File: config.mk
export PLATFORM = sky130hd
export DESIGN_NAME = lles_ctrl
export DESIGN_NICKNAME = d
export VERILOG_FILES = /design/src/lles_pkg.sv /design/src/lles_ctrl.sv
export SDC_FILE = /design/constraint.sdc
export NUM_CORES = 1
export LEC_CHECK = 0
export ABC_AREA = 0
export BUFFER_PORTS_ARGS = -buffer_cell sky130_fd_sc_hd__buf_2
export CORE_AREA = 2 2 39 41
export CTS_BUF_LIST = sky130_fd_sc_hd__clkbuf_4 sky130_fd_sc_hd__clkbuf_8
export DETAILED_ROUTE_END_ITERATION = 10
export DIE_AREA = 0 0 41 43
export HOLD_SLACK_MARGIN = 0.1
export PLACE_DENSITY = 0.51
export RECOVER_POWER = 50
export SLEW_MARGIN = 20
export SYNTH_ARGS = -nofsm -noshare
export SYNTH_HDL_FRONTEND = slang
export SYNTH_SLANG_ARGS = --single-unit
File: constraint.sdc
create_clock -name clk -period 1.25 [get_ports clk]
set_input_delay 0.25 -clock clk [delete_from_list [all_inputs] [get_ports clk]]
set_output_delay 0.25 -clock clk [all_outputs]
set_load 0.02 [all_outputs]
File: src/lles_pkg.sv
// Package for least_loaded_eligible_select: sizes, constants and the
// controller/datapath command and status structs. No dependencies.
`default_nettype none

package lles_pkg;

    localparam int SLOTS      = 1024;
    localparam int IDX_W      = $clog2(SLOTS);
    localparam int PTR_W      = IDX_W + 1;
    localparam int KEY_W      = 31;
    localparam int CNT_W      = 16;
    localparam int ECNT_W     = 11;
    localparam logic [CNT_W-1:0] CNT_MAX = {CNT_W{1'b1}};
    localparam logic [ECNT_W-1:0] ECNT_RESET = ECNT_W'(1024);

    localparam logic ACT_LOAD    = 1'b0;
    localparam logic ACT_REQUEST = 1'b1;

    localparam logic [2:0] REG_ENTRY_COUNT = 3'd0;

    typedef struct packed {
        logic addr_rst;   // zero the scan/clear address
        logic addr_inc;   // step the address
        logic clr_wr;     // write zero count at address
        logic key_wr;     // store the input key at the load pointer
        logic in_cap;     // capture the request threshold
        logic best_rst;   // forget the running best
        logic rd_en;      // read key and count at address
        logic cnt_wr;     // write back the chosen count
        logic out_load;   // load the result register
    } cmd_t;

    typedef struct packed {
        logic clr_last;   // address at last slot of the clear pass
        logic scan_last;  // address at last in-use slot
        logic n_zero;     // no slot in use
        logic out_busy;   // result register held by a stall
    } status_t;

endpackage

`default_nettype wire

File: src/lles_ctrl.sv
// Controller for least_loaded_eligible_select: sequences clear, load, scan,
// write-back and result hand-off. Depends on lles_pkg.
`default_nettype none

module lles_ctrl
(
    input  wire logic              clk,
    input  wire logic              rst_n,
    input  wire logic              in_valid,
    input  wire logic              in_action,
    output logic                   in_ready,
    input  wire lles_pkg::status_t sts,
    output lles_pkg::cmd_t         cmd
);

    typedef enum logic [2:0] {
        ST_CLEAR,
        ST_IDLE,
        ST_SCAN,
        ST_DRAIN,
        ST_UPDATE,
        ST_OUT
    } state_t;

    state_t state_reg, state_next;

    assign in_ready = (state_reg == ST_IDLE);

    always_comb
    begin
        state_next = state_reg;
        cmd        = '0;
        unique case (state_reg)
            ST_CLEAR:
            begin
                cmd.clr_wr   = 1'b1;
                cmd.addr_inc = 1'b1;
                if (sts.clr_last)
                begin
                    cmd.addr_inc = 1'b0;
                    cmd.addr_rst = 1'b1;
                    state_next   = ST_IDLE;
                end
            end
            ST_IDLE:
            begin
                if (in_valid)
                begin
                    if (in_action == lles_pkg::ACT_LOAD)
                    begin
                        cmd.key_wr = 1'b1;
                    end
                    else
                    begin
                        cmd.in_cap   = 1'b1;
                        cmd.best_rst = 1'b1;
                        cmd.addr_rst = 1'b1;
                        state_next   = sts.n_zero ? ST_OUT : ST_SCAN;
                    end
                end
            end
            ST_SCAN:
            begin
                cmd.rd_en    = 1'b1;
                cmd.addr_inc = 1'b1;
                if (sts.scan_last)
                begin
                    state_next = ST_DRAIN;
                end
            end
            ST_DRAIN:
            begin
                state_next = ST_UPDATE;
            end
            ST_UPDATE:
            begin
                cmd.cnt_wr = 1'b1;
                state_next = ST_OUT;
            end
            ST_OUT:
            begin
                if (!sts.out_busy)
                begin
                    cmd.out_load = 1'b1;
                    state_next   = ST_IDLE;
                end
            end
            default:
            begin
                state_next = ST_IDLE;
            end
        endcase
    end

    always_ff @(posedge clk or negedge rst_n)
    begin
        if (!rst_n)
        begin
            state_reg <= ST_CLEAR;
        end
        else
        begin
            state_reg <= state_next;
        end
    end

endmodule

`default_nettype wire

==> results of run 1 <==
## routing by layer
metal / wire length [µm] / part of all wire / GRT usage / up-vias
li1: - / - / - / 177
met1: 351 / 0.39 / 0.1230 / 170
met2: 455 / 0.50 / 0.1625 / 18
met3: 63 / 0.069 / 0.03141 / 5
met4: 41 / 0.045 / 0.1200 / 0
met5: 0 / 0 / 0 / -
## power by group
| group | total, mW | switching (mW) | internal (mW) |
|---|---|---|---|
| Clock | 0.205 | 0.0626 | 0.142 |
| Sequential | 0.189 | 0.0523 | 0.137 |
| Combinational | 0.902 | 0.433 | 0.469 |
| Total | 1.30 | 0.548 | 0.748 |
## worst min path at each step
stage	slack, ps	endpoint	cells past startpoint
floorplan	-50	state_reg[0]	0
global placement	50	state_reg[0]	1
detailed placement	50	state_reg[0]	1
CTS	290	state_reg[1]	3
global route	330	state_reg[2]	3
finish	300	state_reg[1]	3
## kinds of logic after synthesis
logic type / Yosys count / share of synthesized area
flops: 3 / 0.2970
simple gates: 19 / 0.4604
compound gates: 6 / 0.1584
buf+inv: 4 / 0.08416
## layout make-up
type                       count  area (µm²)
inverter                       1       3.754
sequential                     3       77.57
tap                           16       20.02
timing repair buffer          31       227.7
clock buffer                   4       30.03
fill                         148       807.0
multi-input combinational     25       217.7
## critical path, cell delays in order, from the launching register on
cell and delay [ps]:
dfrtp_2 430, buf_4 150, nor4b_4 250, buf_4 180
## repair_timing
action,in CTS,in global routing
endpoints found under the setup margin,10,10
hold buffers,1,0
hold endpoints to repair,3,0
buffers inserted,3,5
pin swaps,1,2
gates resized for setup,13,10
## through the flow
stage               setup TNS, ps  total power [mW]
floorplan                  -418.6            0.5693
global placement           -104.1            0.7600
detailed placement         -78.57            0.7614
CTS                         -1826             1.107
global route                -2246             1.369
finish                      -1882             1.297
## synthesized netlist by cell type
master | n | share of area
and3_1 | 1 | 0.025
nor3_1 | 5 | 0.099
dfrtp_1 | 3 | 0.30
or3_1 | 1 | 0.025
nand2b_1 | 1 | 0.025
nor4b_1 | 1 | 0.035
nand2_1 | 1 | 0.015
a21oi_2 | 1 | 0.035
o221ai_1 | 1 | 0.035
buf_4 | 1 | 0.030
and2b_1 | 1 | 0.030
o22ai_1 | 1 | 0.025
nand2b_4 | 1 | 0.054
nor2b_1 | 2 | 0.049
inv_1 | 1 | 0.015
or2b_1 | 1 | 0.030
buf_2 | 2 | 0.040
o21ai_0 | 1 | 0.020
nor2_1 | 3 | 0.045
a21oi_1 | 1 | 0.020
nor3b_1 | 1 | 0.030
a31oi_1 | 1 | 0.025
==> impl_metrics.yaml, run 1 <==
layout:
  num_antenna_cells: 0
  finalNonFillerCells: 80
  layout_common_cells: "buf_4 (20), buf_2 (6), nor3_2 (4), clkbuf_4 (4), buf_6 (3)"
  final_common_cell: "buf_4"
  drive_gt1_frac: 0.7188
  syn_to_final_growth_pct: 128.2
  finalInstanceArea_um2: 576.8
  nNetsFinal: 73
  fin_util: 0.4168
  largest_register_ffs: 3
setup_path:
  worstPathRequired_ps: 1000
  end_kind: "output pin"
  cp-startpoint: "state_reg[2]"
  setup.worst_path.end: "cmd[5]"
  start_kind: "flip-flop"
  reg2reg_from: "state_reg[1]"
  rrSetupSlack_ps: 100
  arrival_ps: 1250
  reg2reg_to: "state_reg[1]"
  reg2regPathDepth: 3
  path_max_fanout: 5
  path_class: "reg2out"
cts:
  cts_sinks: 3
  cts_buffer_depth: 2
  clk_pin_slew_ps: 40
  htreeDepth: 1
  cts_tree: "done"
  root_buffer: "clkbuf_4"
  tritoncts.num_buffers: 3
  clock_latency_ps: 240
global_routing:
  track_usage: 0.1147
  grt_pass1_wl_mm: 1.290
  grt_max_degree: 10
  gr-total-overflow: 0
  grt_pass1_vias: 331
  antenna_found_initial: 0
timing:
  period_share: 1.196
  setup_violations: 10
  clock_skew_ps: 1.187
  tightest_slew_ps: 188.9
  slew_violations: 0
  relSlewSlack: 0.8737
  rsz0062_at_grt: "true"
  period_minus_slack_ps: 1495
  finalHoldViolCount: 0
  fmax_mhz: 668.7
  timing.hold.ws_ps: 296.5
  setup_ws_ps: -245.4
drt:
  wl_per_cell_um: 11.39
  vias_per_cell: 4.625
  first_pass_iters: 4
  vias: 370
  wl_um: 911
  drtIter0Drc: 4
  drc: 0
  drtAntennaViolNets: 0
floorplan:
  die_y_um: 43
  core_area_mm2: 0.001384
  die_x_um: 41
  core.rowCount: 14
  die_area_mm2: 0.001763
  initial_core_util: 0.1826
  ios: 18
run:
  max_cap_violations: 0
synth:
  synthDistinctLibCells: 22
  ys_ff_latch: 3
  avgSynthCellArea_um2: 7.898
  ys_seq_area_frac: 0.2970
  syn_nets: 40
  synthesis.area_um2: 252.7
  netlist_instances: 32
  yosysWarnings: 0
hold_path:
  hold_start: "sts[1]"
  hold_path.class: "in2reg"
power:
  powerDensity_mw_per_mm2: 2248
  ir_drop_mv: 1.066
  power.static_leakage_nw: 0.2707
place:
  pre_cts_slack_ps: -22.57
  dpl.cell_count: 67
  place_congestion: 0.7717
  dp_hpwl_um: 554.2
  dpl_cell_area_um2: 405.4
  io_buffer_count: 17
status:
  status: "complete, but fails checks"
  violations: "setup timing"
Note: power is estimated with default switching activity, not from simulation.
==> run 2, diff against run 1 <==
- clock period: 1.25 -> 1.6 ns (I/O delays scaled with it)
==> impl_metrics.yaml, run 2 (same netlist as run 1, synthesis figures left out) <==
power:
  powerDensity_mw_per_mm2: 1657
  power.static_leakage_nw: 0.2034
  ir_drop_mv: 0.5343
setup_path:
  reg2reg_from: "state_reg[1]"
  critPathMaxStageDelay_ps: 420
  path_class: "reg2out"
  arrival_ps: 1240
  start_kind: "flip-flop"
  reg2regPathDepth: 3
  worstPathRequired_ps: 1280
  rrSetupSlack_ps: 430
  worstPathCellList: "nand2b_4, nor4b_2, buf_4"
  cp-startpoint: "state_reg[1]"
  slowest_stage: "dfrtp_2"
  path_max_fanout: 6
  end_kind: "output pin"
  reg2reg_to: "state_reg[1]"
place:
  io_buffer_count: 17
  place_congestion: 0.6774
  dpl_cell_area_um2: 351.6
  dp_hpwl_um: 510
  pre_cts_slack_ps: 191.0
status:
  status: "complete, no violations"
timing:
  clock_skew_ps: 3.252
  period_minus_slack_ps: 1560
  rsz0062_at_grt: "true"
  setup_violations: 0
  setup_ws_ps: 40.14
  tightest_slew_ps: 244.1
  relSlewSlack: 0.8379
  finalHoldViolCount: 0
  slew_violations: 0
  fmax_mhz: 641.1
  period_share: 0.9749
  tns_ps: 0
drt:
  first_pass_iters: 1
  vias_per_cell: 4.493
  drtAntennaViolNets: 0
  wl_um: 712
  vias: 319
  drc: 0
  wl_per_cell_um: 10.03
  drtIter0Drc: 0
floorplan:
  initial_core_util: 0.1826
  die_area_mm2: 0.001763
  core_area_mm2: 0.001384
  core.rowCount: 14
  die_x_um: 41
  ios: 18
  die_y_um: 43
global_routing:
  grt_pass1_wl_mm: 1.069
  grt_max_degree: 12
  grt_pass1_vias: 278
  track_usage: 0.09164
  antenna_found_initial: 0
  gr-total-overflow: 0
layout:
  num_antenna_cells: 0
  syn_to_final_growth_pct: 67.33
  largest_register_ffs: 3
  finalInstanceArea_um2: 422.9
  drive_gt1_frac: 0.5455
  layout_common_cells: "buf_2 (14), nor3_1 (4), clkbuf_4 (4), buf_4 (4)"
  nNetsFinal: 64
  final_common_cell: "buf_2"
cts:
  clk_pin_slew_ps: 30
  htreeDepth: 1
  cts_sinks: 3
  cts_buffer_depth: 2
  clock_latency_ps: 230
  root_buffer: "clkbuf_4"
  tritoncts.num_buffers: 3
  cts_tree: "done"
run:
  max_cap_violations: 0
hold_path:
  hold_start: "sts[1]"
  min_path_cells: 3
  holdPathEnd: "state_reg[1]"
  hold_path.class: "in2reg"
==> run 2: report_power, final <==
group	internal (mW)	leakage, nW	switching, mW
registers	0.108	0.0335	0.0694
logic	0.158	0.152	0.216
clock network	0.110	0.0184	0.0395
total	0.376	0.203	0.325
==> run 2: timing repair <==
item,in CTS,in global routing
hold endpoints to repair,3,0
setup endpoints to repair,4,2
hold buffers,1,0
buffers inserted,1,3
resized for setup,3,1
==> run 2: how the worst max path moves through the flow <==
stage | end | slack [ps] | cells after the start
global placement | cmd[5] | 200 | 3
floorplan | cmd[4] | 110 | 3
global route | cmd[8] | -7 | 4
CTS | cmd[5] | 10 | 3
finish | cmd[5] | 40 | 3
detailed placement | cmd[5] | 190 | 3
==> run 2: final cells by class <==
| type | instances | area (µm²) |
|---|---|---|
| clock buffers | 4 | 30.03 |
| flip-flops and latches | 3 | 78.83 |
| multi-input cells | 25 | 167.7 |
| well taps | 16 | 20.02 |
| repair buffers | 22 | 122.6 |
| inverters | 1 | 3.754 |
| fillers | 158 | 960.9 |
==> run 2: metal layers <==
metal,global-route usage,vias up,wire [µm]
li1,-,159,-
met1,0.09416,147,299
met2,0.1438,11,357
met3,0.02094,2,38
met4,0.08000,0,17
met5,0,-,0
==> run 2: stage by stage <==
step / util / hold WS (ps) / total power [mW] / cells
after global placement: 0.2541 / 118.5 / 0.5117 / 62
after global routing: 0.3056 / 395.9 / 0.7627 / 71
after floorplan: - / 24.41 / 0.4209 / 32
after detailed placement: 0.2541 / 118.2 / 0.5123 / 62
final: 0.3056 / 381.0 / 0.7007 / 71
after CTS: 0.2911 / 379.5 / 0.6804 / 68
==> run 2: critical path: cells and delay by family, from the launching register on <==
family | cells | cell delay (ps)
flip-flops | 1 | 420
buffers and inverters | 1 | 180
AND/OR/NAND/NOR | 2 | 400
